==> config.mk <==
export PLATFORM = sky130hd
export DESIGN_NAME = probe_packet_pacer_core
export DESIGN_NICKNAME = d
export VERILOG_FILES = /design/src/rtl/ppp_pkg.sv /design/src/rtl/ppp_div.sv /design/src/rtl/probe_packet_pacer_core.sv
export SDC_FILE = /design/constraint.sdc
export NUM_CORES = 2
export LEC_CHECK = 0
export BUFFER_PORTS_ARGS = -buffer_cell sky130_fd_sc_hd__buf_2
export CORE_MARGIN = 10
export CORE_UTILIZATION = 60
export DETAILED_ROUTE_END_ITERATION = 6
export GPL_TIMING_DRIVEN = 1
export PLACE_DENSITY = 0.82
export SLEW_MARGIN = 0
export SYNTH_ARGS = -nofsm -noshare
export SYNTH_HDL_FRONTEND = slang
export SYNTH_SLANG_ARGS = --single-unit
==> constraint.sdc <==
create_clock -name clk_i -period 9.1 [get_ports clk_i]
set_input_delay 1.82 -clock clk_i [delete_from_list [all_inputs] [get_ports clk_i]]
set_output_delay 1.82 -clock clk_i [all_outputs]
set_load 0.05 [all_outputs]
==> src/rtl/ppp_pkg.sv <==
// ----------------------------------------------------------------------------
// ppp_pkg
// Types and constants shared by the probe packet pacer modules.
// ----------------------------------------------------------------------------
package ppp_pkg;

  localparam int unsigned DVD_W  = 48;  // divider dividend / quotient width
  localparam int unsigned DVS_W  = 32;  // divider divisor width
  localparam int unsigned TI_W   = 14;  // target interval, at most 10485 ms
  localparam int unsigned SC_W   = 15;  // step count / step index
  localparam int unsigned IVL_W  = 29;  // step interval, wide enough for ti * sc
  localparam int unsigned PLX_W  = 30;  // packet_length * 8000
  localparam int unsigned MUL_W  = 46;  // target_rate * target_interval

  localparam logic [31:0]    MIN_BITRATE   = 32'd50000;
  localparam logic [32:0]    JUMP_ROUND_UP = 33'd149999;
  localparam logic [31:0]    BITRATE_JUMP  = 32'd150000;
  localparam logic [PLX_W-1:0] PL_SCALE    = PLX_W'(8000);
  localparam logic [31:0]    TS_INCREMENT  = 32'd20;
  localparam logic [15:0]    PL_RESET      = 16'd1200;

  typedef enum logic [1:0] {
    CMD_TICK  = 2'd0,
    CMD_START = 2'd1,
    CMD_STOP  = 2'd2
  } cmd_e;

  typedef enum logic [1:0] {
    REG_PKT_LEN  = 2'd0,
    REG_INIT_SEQ = 2'd1,
    REG_INIT_TS  = 2'd2
  } reg_idx_e;

  typedef enum logic [2:0] {
    ST_IDLE,
    ST_EXEC,
    ST_LAUNCH,
    ST_WAIT,
    ST_MUL
  } state_e;

  // which quotient the divider is working on
  typedef enum logic [2:0] {
    OP_SC,
    OP_TI,
    OP_IV0,
    OP_IVN,
    OP_RATE
  } op_e;

endpackage

==> src/rtl/ppp_div.sv <==
// ----------------------------------------------------------------------------
// ppp_div
// Restoring radix-2 unsigned divider, one quotient bit per cycle.
// ----------------------------------------------------------------------------
module ppp_div (
  input  logic                       clk_i,
  input  logic                       rst_ni,
  input  logic                       start_i,
  input  logic [ppp_pkg::DVD_W-1:0]  dividend_i,
  input  logic [ppp_pkg::DVS_W-1:0]  divisor_i,
  output logic                       done_o,
  output logic [ppp_pkg::DVD_W-1:0]  quotient_o
);
  import ppp_pkg::*;

  localparam int unsigned CNT_W = $clog2(DVD_W);

  logic             busy_q, busy_d;
  logic             done_q, done_d;
  logic [CNT_W-1:0] cnt_q, cnt_d;
  logic [DVD_W-1:0] dvd_q, dvd_d;
  logic [DVS_W-1:0] dvs_q, dvs_d;
  logic [DVS_W-1:0] rem_q, rem_d;
  logic [DVS_W:0]   rem_sh;
  logic             ge;

  // dividend shifts out the top while quotient bits fill in from the bottom
  assign rem_sh = {rem_q, dvd_q[DVD_W-1]};
  assign ge     = rem_sh >= {1'b0, dvs_q};

  always_comb begin
    busy_d = busy_q;
    done_d = 1'b0;
    cnt_d  = cnt_q;
    dvd_d  = dvd_q;
    dvs_d  = dvs_q;
    rem_d  = rem_q;
    if (start_i) begin
      busy_d = 1'b1;
      cnt_d  = CNT_W'(DVD_W - 1);
      dvd_d  = dividend_i;
      dvs_d  = divisor_i;
      rem_d  = '0;
    end else if (busy_q) begin
      rem_d = ge ? DVS_W'(rem_sh - {1'b0, dvs_q}) : DVS_W'(rem_sh);
      dvd_d = {dvd_q[DVD_W-2:0], ge};
      cnt_d = cnt_q - 1'b1;
      if (cnt_q == '0) begin
        busy_d = 1'b0;
        done_d = 1'b1;
      end
    end
  end

  always_ff @(posedge clk_i or negedge rst_ni) begin
    if (!rst_ni) begin
      busy_q <= 1'b0;
      done_q <= 1'b0;
      cnt_q  <= '0;
    end else begin
      busy_q <= busy_d;
      done_q <= done_d;
      cnt_q  <= cnt_d;
    end
  end

  always_ff @(posedge clk_i) begin
    dvd_q <= dvd_d;
    dvs_q <= dvs_d;
    rem_q <= rem_d;
  end

  assign done_o     = done_q;
  assign quotient_o = dvd_q;

endmodule

==> src/rtl/probe_packet_pacer_core.sv <==
// ----------------------------------------------------------------------------
// probe_packet_pacer_core
// Bandwidth-probe pacer: millisecond ticks, start and stop commands, step
// sequencing with one shared bit-serial divider.
// ----------------------------------------------------------------------------
//  channel | handshake                 | payload
//  --------+---------------------------+-------------------------------------
//  cfg     | cfg_we_i                  | cfg_idx_i, cfg_data_i
//  in      | in_valid_i / in_stall_o   | cmd_i, bitrate_i
//  out     | out_valid_o / out_stall_i | send_packet_o .. step_interval_o
//
//  One beat in, one beat out. A tick that loads no step, a stop or an ignored
//  command goes from execution straight to output; a step load runs the
//  interval quotient, one multiply and the bitrate quotient, a start the step
//  count, target interval and warm-up interval quotients in the 48-bit divider.
//  The input stalls while a beat is in work or the output beat is held.
//  Reset stops probing, packet_length 1200, sequence and timestamp 0.
// ----------------------------------------------------------------------------
module probe_packet_pacer_core #(
  parameter int unsigned PACKETS_PER_STEP = 50,
  parameter int unsigned STEP_DURATION_MS = 500
) (
  input  logic        clk_i,
  input  logic        rst_ni,
  input  logic        cfg_we_i,
  input  logic [1:0]  cfg_idx_i,
  input  logic [31:0] cfg_data_i,
  input  logic        in_valid_i,
  output logic        in_stall_o,
  input  logic [1:0]  cmd_i,
  input  logic [31:0] bitrate_i,
  output logic        out_valid_o,
  input  logic        out_stall_i,
  output logic        send_packet_o,
  output logic [15:0] sequence_number_o,
  output logic [31:0] rtp_timestamp_o,
  output logic        step_reached_o,
  output logic        probe_ended_o,
  output logic        is_running_o,
  output logic [14:0] current_step_o,
  output logic        step_loaded_o,
  output logic [31:0] step_bitrate_o,
  output logic [31:0] step_interval_o
);
  import ppp_pkg::*;

  localparam int unsigned EL_W = $clog2(STEP_DURATION_MS + 1);
  localparam int unsigned PK_W = $clog2(PACKETS_PER_STEP + 2);
  localparam logic [EL_W-1:0] DUR = EL_W'(STEP_DURATION_MS);
  localparam logic [PK_W-1:0] PPS = PK_W'(PACKETS_PER_STEP);

  state_e state_q, state_d;
  op_e    op_q, op_d;

  logic [1:0]       cmd_q, cmd_d;
  logic [31:0]      brate_q, brate_d;
  logic [15:0]      pl_q, pl_d;
  logic             run_q, run_d;
  logic [31:0]      tr_q, tr_d;
  logic [SC_W-1:0]  sc_q, sc_d;
  logic [SC_W-1:0]  idx_q, idx_d;
  logic [TI_W-1:0]  ti_q, ti_d;
  logic [EL_W-1:0]  el_q, el_d;
  logic [PK_W-1:0]  pk_q, pk_d;
  logic [IVL_W-1:0] cd_q, cd_d;
  logic [IVL_W-1:0] rep_q, rep_d;
  logic [IVL_W-1:0] ivl_q, ivl_d;
  logic [15:0]      seq_q, seq_d;
  logic [31:0]      ts_q, ts_d;
  logic [MUL_W-1:0] mul_q, mul_d;

  logic             ov_q, ov_d;
  logic             o_send_q, o_send_d;
  logic [15:0]      o_seq_q, o_seq_d;
  logic [31:0]      o_ts_q, o_ts_d;
  logic             o_reach_q, o_reach_d;
  logic             o_end_q, o_end_d;
  logic             o_load_q, o_load_d;
  logic [31:0]      o_rate_q, o_rate_d;
  logic [31:0]      o_ivl_q, o_ivl_d;

  logic             div_start;
  logic [DVD_W-1:0] div_dvd;
  logic [DVS_W-1:0] div_dvs;
  logic             div_done;
  logic [DVD_W-1:0] div_q;

  logic             in_acc;
  logic [PLX_W-1:0] plx;
  logic [IVL_W-1:0] prod_ts;
  logic [IVL_W-1:0] q_ivl;

  assign in_stall_o = (state_q != ST_IDLE) || (ov_q && out_stall_i);
  assign in_acc     = in_valid_i && !in_stall_o;
  assign plx        = PLX_W'(pl_q) * PL_SCALE;
  assign prod_ts    = IVL_W'(ti_q) * IVL_W'(sc_q);
  // an interval of zero is raised to one
  assign q_ivl      = (div_q[IVL_W-1:0] == '0) ? IVL_W'(1) : div_q[IVL_W-1:0];

  ppp_div u_div (
    .clk_i      (clk_i),
    .rst_ni     (rst_ni),
    .start_i    (div_start),
    .dividend_i (div_dvd),
    .divisor_i  (div_dvs),
    .done_o     (div_done),
    .quotient_o (div_q)
  );

  always_comb begin
    logic [EL_W-1:0]  el_n;
    logic [IVL_W-1:0] cd_n;
    logic             go_on;
    logic             do_load;
    logic [IVL_W-1:0] ld_ivl;
    logic [31:0]      ld_rate;

    state_d = state_q;
    op_d    = op_q;
    cmd_d   = cmd_q;
    brate_d = brate_q;
    pl_d    = pl_q;
    run_d   = run_q;
    tr_d    = tr_q;
    sc_d    = sc_q;
    idx_d   = idx_q;
    ti_d    = ti_q;
    el_d    = el_q;
    pk_d    = pk_q;
    cd_d    = cd_q;
    rep_d   = rep_q;
    ivl_d   = ivl_q;
    seq_d   = seq_q;
    ts_d    = ts_q;
    mul_d   = mul_q;

    ov_d      = ov_q && out_stall_i;
    o_send_d  = o_send_q;
    o_seq_d   = o_seq_q;
    o_ts_d    = o_ts_q;
    o_reach_d = o_reach_q;
    o_end_d   = o_end_q;
    o_load_d  = o_load_q;
    o_rate_d  = o_rate_q;
    o_ivl_d   = o_ivl_q;

    div_start = 1'b0;
    div_dvd   = '0;
    div_dvs   = '0;

    el_n    = el_q;
    cd_n    = cd_q;
    go_on   = 1'b1;
    do_load = 1'b0;
    ld_ivl  = ivl_q;
    ld_rate = MIN_BITRATE;

    case (state_q)
      ST_IDLE: begin
        if (in_acc) begin
          cmd_d   = cmd_i;
          brate_d = bitrate_i;
          state_d = ST_EXEC;
        end
      end

      ST_EXEC: begin
        o_send_d  = 1'b0;
        o_seq_d   = '0;
        o_ts_d    = '0;
        o_reach_d = 1'b0;
        o_end_d   = 1'b0;
        o_load_d  = 1'b0;
        o_rate_d  = '0;
        o_ivl_d   = '0;
        state_d   = ST_IDLE;
        ov_d      = 1'b1;
        case (cmd_e'(cmd_q))
          CMD_START: begin
            if (!run_q) begin
              run_d   = 1'b1;
              tr_d    = (brate_q < MIN_BITRATE) ? MIN_BITRATE : brate_q;
              idx_d   = '0;
              op_d    = OP_SC;
              state_d = ST_LAUNCH;
              ov_d    = 1'b0;
            end
          end
          CMD_STOP: begin
            if (run_q) begin
              run_d = 1'b0;
              tr_d  = '0;
              sc_d  = '0;
              idx_d = '0;
              ti_d  = '0;
              el_d  = '0;
              pk_d  = '0;
              cd_d  = '0;
              rep_d = '0;
            end
          end
          CMD_TICK: begin
            if (run_q) begin
              if (el_q < DUR) el_n = el_q + 1'b1;
              el_d = el_n;
              if (cd_q != '0) begin
                cd_n = cd_q - 1'b1;
                cd_d = cd_n;
                if (cd_n == '0) begin
                  cd_d = rep_q;
                  if (pk_q < PPS) begin
                    pk_d     = pk_q + 1'b1;
                    seq_d    = seq_q + 16'd1;
                    ts_d     = ts_q + TS_INCREMENT;
                    o_send_d = 1'b1;
                    o_seq_d  = seq_d;
                    o_ts_d   = ts_d;
                  end else if (pk_q == PPS) begin
                    pk_d = PPS + 1'b1;
                    // cap reached early: one-shot for the rest of the step
                    if (el_n < DUR) begin
                      cd_d  = IVL_W'(DUR) - IVL_W'(el_n);
                      rep_d = '0;
                      go_on = 1'b0;
                    end
                  end
                  if (go_on && (el_n >= DUR || rep_q == '0)) begin
                    if (idx_q == '0) begin
                      idx_d   = SC_W'(1);
                      op_d    = OP_IVN;
                      state_d = ST_LAUNCH;
                      ov_d    = 1'b0;
                    end else if (idx_q >= sc_q) begin
                      run_d   = 1'b0;
                      tr_d    = '0;
                      sc_d    = '0;
                      idx_d   = '0;
                      ti_d    = '0;
                      el_d    = '0;
                      pk_d    = '0;
                      cd_d    = '0;
                      rep_d   = '0;
                      o_end_d = 1'b1;
                    end else begin
                      o_reach_d = 1'b1;
                      idx_d     = idx_q + 1'b1;
                      op_d      = OP_IVN;
                      state_d   = ST_LAUNCH;
                      ov_d      = 1'b0;
                    end
                  end
                end
              end
            end
          end
          default: ;
        endcase
      end

      ST_LAUNCH: begin
        div_start = 1'b1;
        state_d   = ST_WAIT;
        case (op_q)
          OP_SC: begin
            div_dvd = DVD_W'({1'b0, tr_q} + JUMP_ROUND_UP);
            div_dvs = BITRATE_JUMP;
          end
          OP_TI: begin
            div_dvd = DVD_W'(plx);
            div_dvs = tr_q;
          end
          OP_IV0: begin
            div_dvd = DVD_W'(plx);
            div_dvs = MIN_BITRATE;
          end
          OP_IVN: begin
            div_dvd = DVD_W'(prod_ts);
            div_dvs = DVS_W'(idx_q);
          end
          OP_RATE: begin
            // round half up: (2 * num + ivl) / (2 * ivl)
            div_dvd = DVD_W'({mul_q, 1'b0}) + DVD_W'(ivl_q);
            div_dvs = DVS_W'({ivl_q, 1'b0});
          end
          default: ;
        endcase
      end

      ST_MUL: begin
        mul_d   = MUL_W'(tr_q) * MUL_W'(ti_q);
        op_d    = OP_RATE;
        state_d = ST_LAUNCH;
      end

      ST_WAIT: begin
        if (div_done) begin
          case (op_q)
            OP_SC: begin
              sc_d    = div_q[SC_W-1:0];
              op_d    = OP_TI;
              state_d = ST_LAUNCH;
            end
            OP_TI: begin
              ti_d    = (div_q[TI_W-1:0] == '0) ? TI_W'(1) : div_q[TI_W-1:0];
              op_d    = OP_IV0;
              state_d = ST_LAUNCH;
            end
            OP_IV0: begin
              do_load = 1'b1;
              ld_ivl  = q_ivl;
              ld_rate = MIN_BITRATE;
            end
            OP_IVN: begin
              ivl_d   = q_ivl;
              state_d = ST_MUL;
            end
            OP_RATE: begin
              do_load = 1'b1;
              ld_ivl  = ivl_q;
              ld_rate = (div_q[DVD_W-1:32] != '0) ? '1 : div_q[31:0];
            end
            default: ;
          endcase
        end
      end

      default: state_d = ST_IDLE;
    endcase

    if (do_load) begin
      el_d     = '0;
      pk_d     = '0;
      cd_d     = ld_ivl;
      rep_d    = ld_ivl;
      o_load_d = 1'b1;
      o_rate_d = ld_rate;
      o_ivl_d  = 32'(ld_ivl);
      ov_d     = 1'b1;
      state_d  = ST_IDLE;
    end

    if (cfg_we_i) begin
      case (reg_idx_e'(cfg_idx_i))
        REG_PKT_LEN:  pl_d  = cfg_data_i[15:0];
        REG_INIT_SEQ: seq_d = cfg_data_i[15:0];
        REG_INIT_TS:  ts_d  = cfg_data_i;
        default: ;
      endcase
    end
  end

  always_ff @(posedge clk_i or negedge rst_ni) begin
    if (!rst_ni) begin
      state_q <= ST_IDLE;
      op_q    <= OP_SC;
      pl_q    <= PL_RESET;
      run_q   <= 1'b0;
      tr_q    <= '0;
      sc_q    <= '0;
      idx_q   <= '0;
      ti_q    <= '0;
      el_q    <= '0;
      pk_q    <= '0;
      cd_q    <= '0;
      rep_q   <= '0;
      seq_q   <= '0;
      ts_q    <= '0;
      ov_q    <= 1'b0;
    end else begin
      state_q <= state_d;
      op_q    <= op_d;
      pl_q    <= pl_d;
      run_q   <= run_d;
      tr_q    <= tr_d;
      sc_q    <= sc_d;
      idx_q   <= idx_d;
      ti_q    <= ti_d;
      el_q    <= el_d;
      pk_q    <= pk_d;
      cd_q    <= cd_d;
      rep_q   <= rep_d;
      seq_q   <= seq_d;
      ts_q    <= ts_d;
      ov_q    <= ov_d;
    end
  end

  always_ff @(posedge clk_i) begin
    cmd_q     <= cmd_d;
    brate_q   <= brate_d;
    ivl_q     <= ivl_d;
    mul_q     <= mul_d;
    o_send_q  <= o_send_d;
    o_seq_q   <= o_seq_d;
    o_ts_q    <= o_ts_d;
    o_reach_q <= o_reach_d;
    o_end_q   <= o_end_d;
    o_load_q  <= o_load_d;
    o_rate_q  <= o_rate_d;
    o_ivl_q   <= o_ivl_d;
  end

  assign out_valid_o       = ov_q;
  assign send_packet_o     = o_send_q;
  assign sequence_number_o = o_seq_q;
  assign rtp_timestamp_o   = o_ts_q;
  assign step_reached_o    = o_reach_q;
  assign probe_ended_o     = o_end_q;
  assign is_running_o      = run_q;
  assign current_step_o    = idx_q;
  assign step_loaded_o     = o_load_q;
  assign step_bitrate_o    = o_rate_q;
  assign step_interval_o   = o_ivl_q;

endmodule
Yosys cells after proc, flatten, opt, wreduce, memory -nomap -nowiden. Cells that the tools add are included.

$add $sub $neg: 11. Multiply operators: 3. $lt $le $gt $ge: 7. Equal/unequal tests: 43. Multiplexer cells: 188. Bitwise gates (word level): 5. Reductions and logical operators: 45.

Operator list (number): 2-to-1 mux 29 bit (29); 2-to-1 mux 32 bit (24); 2-to-1 mux 15 bit (16); one-hot mux 48 bit (4 select lines) (1); one-hot mux 32 bit (5 select lines) (1); 2-to-1 mux 48 bit (3); 2-to-1 mux 14 bit (10); 2-to-1 mux 16 bit (8); 2-to-1 mux 9 bit (13); one-hot mux 29 bit (2 select lines) (2); one-hot mux 32 bit (3 select lines) (1); zero test 29 bit (3); 2-to-1 mux 6 bit (13); one-hot mux 15 bit (2 select lines) (2); one-hot mux 14 bit (2 select lines) (2); adder 47 x 29 -> 48 bit (1); multiplier 32 x 14 -> 46 bit (1); one-hot mux 15 bit (3 select lines) (1); != test 3 bit, second input constant (13); 2-to-1 mux 1 bit (34); adder 32 x 18 -> 33 bit, second input constant (1); >= comparator 33 x 32 -> 1 bit (1); 2-to-1 mux 3 bit (11); adder 32 x 5 -> 32 bit, second input constant (1); 59 further kinds (110).

Register bits after elaboration: 563. Input bits: 73. Output and inout port bits: 134. Logic and storage cells: 335.

Longest topological paths before layout.
Depth in word-level cells: 22. Gate-level depth with buffers: 26. Depth with buffers taken out: 24.

Cells and area by module. A second synthesis with hierarchy kept.

Cells, all modules: 5789. Area total of the unflattened synthesis: 54103.1 sq um.

By module, submodules not included: probe_packet_pacer_core (instances 1, cells an instance 5181, area each 47541.8 sq um, seq. area each 12191.7 sq um); ppp_div (instances 1, cells an instance 608, area each 6561.3 sq um, seq. area each 3243.1 sq um).

Least setup slack after synthesis. OpenSTA, ideal clock, no wires.

Path kind: register to register. Start: register ti_q[5]. End: register mul_q[45], data pin. Library setup time: 260 ps. Data arrival time: 6633 ps. Data required time: 8840 ps. Slack: 2207 ps. Stages on the path, launching flop included: 24. Buffers on the path: 2. Clock period less this slack: 6893 ps. Path through: dfrtp_1 > clkbuf_1 > clkbuf_1 > nand2_1 > fa_1 > fa_1 > inv_1 > fa_1 > fa_1 > fa_1 > inv_1 > fa_1 > inv_1 > ha_1 > a21o_1 > a21o_1 > a221o_1 > a221o_1 > nor3b_1 > a211oi_1 > or3_1 > a221o_1 > a21oi_1 > xnor2_1.

Longest elaborated chain between the ends: 1.

Ends and longest elaborated chain: start, declared (line probe_packet_pacer_core.sv:62) `logic [TI_W-1:0] ti_q, ti_d;`; start signal, assigned (line probe_packet_pacer_core.sv:377) `ti_q <= ti_d;`; multiplier 32 x 14 -> 46 bit (line probe_packet_pacer_core.sv:290) `mul_d = MUL_W'(tr_q) * MUL_W'(ti_q);`; end signal, assigned (line probe_packet_pacer_core.sv:392) `mul_q <= mul_d;`; end, declared (line probe_packet_pacer_core.sv:70) `logic [MUL_W-1:0] mul_q, mul_d;`.

Every way passes these cells. A chain may end at the register's enable or synchronous reset.

Worst setup path in the final report.
Start: register ti_q[8]. End: register mul_q[45], data pin.

Same word-level chain as after synthesis.

==> flow_summary.html <==
<table>
<tr><th>Metric</th><th>Value</th></tr>
<tr><th colspan="2">CTS</th></tr>
<tr><td>Number of buffers on the longest clock path</td><td>3</td></tr>
<tr><td>PostCTS Resize Cnt</td><td>0</td></tr>
<tr><td>Hold_buf cts</td><td>0</td></tr>
<tr><td>Clk_lat worst skew</td><td>0.65 ns</td></tr>
<tr><td>H-tree levels</td><td>3</td></tr>
<tr><td>Post-CTS Setup Inserts</td><td>0</td></tr>
<tr><td>Clock edge transition at the registers on the reported setup and hold paths</td><td>0.06 ns</td></tr>
<tr><td>TritonCTS clock tree</td><td>yes</td></tr>
<tr><td>Number of buffers inserted during clock tree synthesis</td><td>67</td></tr>
<tr><td># clock sinks</td><td>563</td></tr>
<tr><td>Clk root buf</td><td>sky130_fd_sc_hd__clkbuf_16</td></tr>
<tr><th colspan="2">Cells and area</th></tr>
<tr><td>Number of diodes</td><td>0</td></tr>
<tr><td>Final Util</td><td>65.2%</td></tr>
<tr><td>Final nets</td><td>6751</td></tr>
<tr><td>Ratio of cells with drive above 1 in the final layout</td><td>8.21%</td></tr>
<tr><td>Layout-stage area growth over the synthesis result</td><td>7.50%</td></tr>
<tr><td>Fill cell count</td><td>7002</td></tr>
<tr><td>Final non-filler cell area</td><td>0.0578 mm2</td></tr>
<tr><th colspan="2">Worst setup path</th></tr>
<tr><td>Required time of the critical path</td><td>9.46 ns</td></tr>
<tr><td>Launching element type of the critical path</td><td>flip-flop</td></tr>
<tr><td>Cells traversed along the worst timing path</td><td>buf_4, nand2_1, fa_1, inv_1, fa_1, fa_1, fa_1, fa_1, inv_1, fa_1, inv_1, ha_1, a21o_1, a211oi_1, nor2_1, a221o_1, o21ai_0, a211oi_1, or3_1, a221o_1, a21oi_1, xnor2_1</td></tr>
<tr><td>Cells on worst reg2reg path</td><td>22</td></tr>
<tr><td>Minimum setup slack among reg-to-reg paths</td><td>1.41 ns</td></tr>
<tr><td>Maximum fanout along the worst path</td><td>32</td></tr>
<tr><td>Longest individual stage delay on the worst path</td><td>0.72 ns</td></tr>
<tr><td>Launch point of the worst reg-to-reg path</td><td>ti_q[8]$_DFFE_PN0P_</td></tr>
<tr><td>Most used cell, CP</td><td>sky130_fd_sc_hd__fa_1</td></tr>
<tr><td>Type of element capturing the critical path</td><td>flip-flop</td></tr>
<tr><td>Worst setup path class</td><td>reg2reg</td></tr>
<tr><td>Reg2reg end</td><td>mul_q[45]$_DFFE_PN_</td></tr>
<tr><td>Arrival time of the worst setup path</td><td>8.05 ns</td></tr>
<tr><td>Library cell contributing the largest single delay on the critical path</td><td>sky130_fd_sc_hd__dfrtp_1</td></tr>
<tr><th colspan="2">STA</th></tr>
<tr><td>Worst slew margin relative to its limit</td><td>18.7%</td></tr>
<tr><td>Final clock period utilization by the worst path</td><td>84.5%</td></tr>
<tr><td>Setup TNS after final layout</td><td>0 ns</td></tr>
<tr><td>Final hold violation count</td><td>0</td></tr>
<tr><td>Post-Route Hold Slack</td><td>0.471 ns</td></tr>
<tr><td>RSZ-0062 raised after global routing</td><td>false</td></tr>
<tr><td>Least-Margin Pin Slew</td><td>1.22 ns</td></tr>
<tr><td>Number of max-slew violations in the final report</td><td>0</td></tr>
<tr><td>Worst Skew</td><td>0.0485 ns</td></tr>
<tr><td>Maximum clock frequency</td><td>130 MHz</td></tr>
<tr><td>Shortest clock period the worst path allows after layout</td><td>7.69 ns</td></tr>
<tr><td>Setup-violating endpoint count in the final report</td><td>0</td></tr>
<tr><th colspan="2">Place</th></tr>
<tr><td>DP Wirelength</td><td>122000 um</td></tr>
<tr><td>Final RePlAce weighted congestion</td><td>1.02</td></tr>
<tr><td>Port Buffers</td><td>203</td></tr>
<tr><td>Post-detailed-placement cell area</td><td>0.0556 mm2</td></tr>
<tr><th colspan="2">Detailed routing</th></tr>
<tr><td>Total Routed Length</td><td>160000 um</td></tr>
<tr><td>Via count</td><td>43700</td></tr>
<tr><td>Router iterations before antenna repair</td><td>7</td></tr>
<tr><td>Post-DR wirelength/cell</td><td>22.9 um</td></tr>
<tr><td>Routed metal-1 wirelength</td><td>62200 um</td></tr>
<tr><td>1st-iter DRT viols</td><td>4988</td></tr>
<tr><td>Per-cell via count in the routed design</td><td>6.25</td></tr>
<tr><td>Uppermost signal routing layer after detailed routing</td><td>met5</td></tr>
<tr><td>ANT nets after route</td><td>0</td></tr>
<tr><td>Final routed DRC violation total</td><td>2</td></tr>
<tr><td>Routed length on met3</td><td>15600 um</td></tr>
<tr><td>Length of routed met2 wiring</td><td>72600 um</td></tr>
<tr><th colspan="2">Synth</th></tr>
<tr><td>Synth warnings</td><td>0</td></tr>
<tr><td>Post-synthesis async set-or-reset flop share</td><td>40.7%</td></tr>
<tr><td>Portion of netlist area occupied by mux cells</td><td>1.23%</td></tr>
<tr><td>Library cell occupying the most area in the post-synthesis netlist</td><td>sky130_fd_sc_hd__fa_1</td></tr>
<tr><td>Area contributors post-synth</td><td>sky130_fd_sc_hd__fa_1 21%, sky130_fd_sc_hd__edfxtp_1 17%, sky130_fd_sc_hd__dfrtp_1 10%, sky130_fd_sc_hd__ha_1 8.0%, sky130_fd_sc_hd__nand2_1 5.3%</td></tr>
<tr><td>Synthesized area</td><td>0.0537 mm2</td></tr>
<tr><td>Mean Syn Cell Area</td><td>9.33 um2</td></tr>
<tr><td>Count of distinct cell types in the synthesized netlist</td><td>95</td></tr>
<tr><td>Main combinational cell family by area after synthesis</td><td>adder cells</td></tr>
<tr><td>Compound-gate portion of the synthesized area</td><td>12.4%</td></tr>
<tr><td>Number of synthesized flops with an enable pin</td><td>301</td></tr>
<tr><td>Fraction of the yosys area taken by sequential cells</td><td>28.7%</td></tr>
<tr><td>Synth top area share</td><td>21.1%</td></tr>
<tr><td>Most frequently used flop master after synthesis</td><td>sky130_fd_sc_hd__edfxtp_1</td></tr>
<tr><td>Basic-gate share of the synthesized area counting and, or, nand and nor cells</td><td>16.9%</td></tr>
<tr><td>Register bit total from synthesis</td><td>563</td></tr>
<tr><td>Post-Synth Adder-Cell Area</td><td>29.1%</td></tr>
<tr><td>Number of cells produced by synthesis</td><td>5762</td></tr>
<tr><td>Xor and xnor area share after synthesis</td><td>4.58%</td></tr>
<tr><th colspan="2">Floorplanning</th></tr>
<tr><td>Core area</td><td>0.0886 mm2</td></tr>
<tr><td>Num ports</td><td>207</td></tr>
<tr><td>Area enclosed by the die boundary</td><td>0.102 mm2</td></tr>
<tr><td>DIE WIDTH</td><td>319 um</td></tr>
<tr><td>Effective utilization at floorplan</td><td>60.6%</td></tr>
<tr><td>FP Rows</td><td>109</td></tr>
<tr><td>Die height</td><td>319 um</td></tr>
<tr><th colspan="2">Power and ir drop</th></tr>
<tr><td>Overall power consumption</td><td>8.57 mW</td></tr>
<tr><td>Maximum VDD drop</td><td>437 uV</td></tr>
<tr><td>PD cells</td><td>148 mW/mm2</td></tr>
<tr><td>Leakage</td><td>26.3 nW</td></tr>
<tr><th colspan="2">Global route</th></tr>
<tr><td>GRT Overall Usage</td><td>31.2%</td></tr>
<tr><td>Remaining global-route overflow</td><td>0</td></tr>
<tr><td>Global-route wire length before repair</td><td>251000 um</td></tr>
<tr><td>Maximum number of pins on one net before global-route repair</td><td>142</td></tr>
<tr><td>Antenna violations before repair</td><td>5</td></tr>
<tr><td>Vias in the first global route</td><td>44200</td></tr>
<tr><th colspan="2">Run</th></tr>
<tr><td>Max cap viols</td><td>0</td></tr>
<tr><th colspan="2">Status</th></tr>
<tr><td>Status</td><td>finished, violations left</td></tr>
<tr><td>Violations in the final reports</td><td>DRC</td></tr>
<tr><th colspan="2">Hold path</th></tr>
<tr><td>Path class of the lowest-slack min-delay path</td><td>reg2reg</td></tr>
<tr><td>Origin of the worst min-delay path</td><td>step_loaded_o$_SDFFE_PP1P_</td></tr>
<tr><td>Number of cells on the worst hold path</td><td>2</td></tr>
<tr><td>Endpoint of the worst hold path</td><td>step_loaded_o$_SDFFE_PP1P_</td></tr>
</table>
logic make-up (layout without fill, tap and decap cells):
kind of cell             count (synthesis)  in the layout
AO/OA/AOI/OAI                         1037           1037
XOR/XNOR                               281            281
adder cells (fa/ha/maj)                909            909
buffers and inverters                 1016           1074
flip-flops                             563            563
multiplexers                            61             61
other                                    1              3
AND/OR/NAND/NOR                       1894           1894
flip-flops by register name, indices dropped and copies added, names as in the netlist, 32 cells and up:
| register | cells |
|---|---|
| mul_q | 46 |
| u_div.dvs_q | 32 |
| tr_q | 32 |
| u_div.rem_q | 32 |
| step_bitrate_o | 32 |
| u_div.quotient_o | 48 |
| rtp_timestamp_o | 32 |
| brate_q | 32 |
| ts_q | 32 |
where the power goes:
group	internal, mW	switching [mW]
clock	1.54	1.15
combinational	1.23	1.84
sequential	2.72	0.0960
total	5.49	3.08
synthesized netlist by cell type (155+ instances only):
cell type,instances
sky130_fd_sc_hd__inv_1,666
sky130_fd_sc_hd__clkbuf_1,312
sky130_fd_sc_hd__edfxtp_1,301
sky130_fd_sc_hd__fa_1,566
sky130_fd_sc_hd__nor2_1,336
sky130_fd_sc_hd__nand2_1,760
sky130_fd_sc_hd__xnor2_1,155
sky130_fd_sc_hd__o21ai_0,256
sky130_fd_sc_hd__dfrtp_1,225
sky130_fd_sc_hd__ha_1,343
sky130_fd_sc_hd__and2_1,277
sky130_fd_sc_hd__a21oi_1,217
layout by cell type, fill, tap and decap left out, types with 21 or more instances in the layout:
master	n
sky130_fd_sc_hd__xor2_1	126
sky130_fd_sc_hd__a22oi_1	47
sky130_fd_sc_hd__or2_2	21
sky130_fd_sc_hd__inv_1	662
sky130_fd_sc_hd__a21oi_1	217
sky130_fd_sc_hd__mux2_2	32
sky130_fd_sc_hd__ha_1	343
sky130_fd_sc_hd__a22o_1	48
sky130_fd_sc_hd__and2_1	277
sky130_fd_sc_hd__fa_1	566
sky130_fd_sc_hd__dfxtp_1	33
sky130_fd_sc_hd__nor2_1	333
sky130_fd_sc_hd__o21ai_1	51
sky130_fd_sc_hd__o31ai_1	33
sky130_fd_sc_hd__nand2_1	759
sky130_fd_sc_hd__xnor2_1	155
sky130_fd_sc_hd__clkbuf_16	70
sky130_fd_sc_hd__edfxtp_1	301
sky130_fd_sc_hd__buf_4	79
sky130_fd_sc_hd__a21o_1	88
sky130_fd_sc_hd__or3_1	21
sky130_fd_sc_hd__dfrtp_1	225
sky130_fd_sc_hd__a211oi_1	31
sky130_fd_sc_hd__o21a_1	24
sky130_fd_sc_hd__nor4_1	36
sky130_fd_sc_hd__o21ai_0	256
sky130_fd_sc_hd__nor3_1	62
sky130_fd_sc_hd__nand2b_1	32
sky130_fd_sc_hd__nand3_1	99
sky130_fd_sc_hd__a31oi_1	56
sky130_fd_sc_hd__nand4_1	69
sky130_fd_sc_hd__buf_2	202
sky130_fd_sc_hd__nor2b_1	35
sky130_fd_sc_hd__and3_1	88
per-layer routing:
metal / global-route usage [%] / up-vias
li1: - / 19300
met1: 40.5 / 21500
met2: 49.0 / 2397
met3: 6.28 / 514
met4: 16.6 / 6
met5: 0 / -
critical path, delay by kind of cell, from the launching register on:
kind,cells,cell delay (ns)
and+or+nand+nor,3,0.73
DFF,1,0.72
AOI/OAI and AO/OA,7,1.90
buffers and inverters,4,0.61
xor gates and xnor gates,1,0.08
adders and majority gates,7,3.34
stage by stage:
step                cells  setup slack, ns
CTS                  6987             1.48
detailed placement   6865             1.54
floorplan            5764             2.21
global route         6987             1.18
finish               6987             1.41
global placement     6865             1.66
cell type report:
type | instances | area (um2) | area share (%)
multi-input combinational | 4185 | 34600 | 59.8
sequential | 563 | 15400 | 26.7
inverter | 669 | 2510 | 4.35
clock buffer | 91 | 1860 | 3.22
timing repair buffer | 283 | 1640 | 2.84
tap | 1165 | 1460 | 2.52
clock inverter | 31 | 304 | 0.526
worst max-delay path by stage:
stage                        start                   to  slack [ns]  depth (start not counted)
2_1_floorplan  ti_q[5]$_DFFE_PN0P_  mul_q[45]$_DFFE_PN_        2.21                         23
3_3_place_gp   ti_q[8]$_DFFE_PN0P_  mul_q[45]$_DFFE_PN_        1.66                         22
3_5_place_dp   ti_q[8]$_DFFE_PN0P_  mul_q[45]$_DFFE_PN_        1.54                         22
4_1_cts        ti_q[8]$_DFFE_PN0P_  mul_q[45]$_DFFE_PN_        1.48                         22
5_1_grt        ti_q[8]$_DFFE_PN0P_  mul_q[45]$_DFFE_PN_        1.18                         22
6_report       ti_q[8]$_DFFE_PN0P_  mul_q[45]$_DFFE_PN_        1.41                         22
Power figures use the tool's default switching activity.
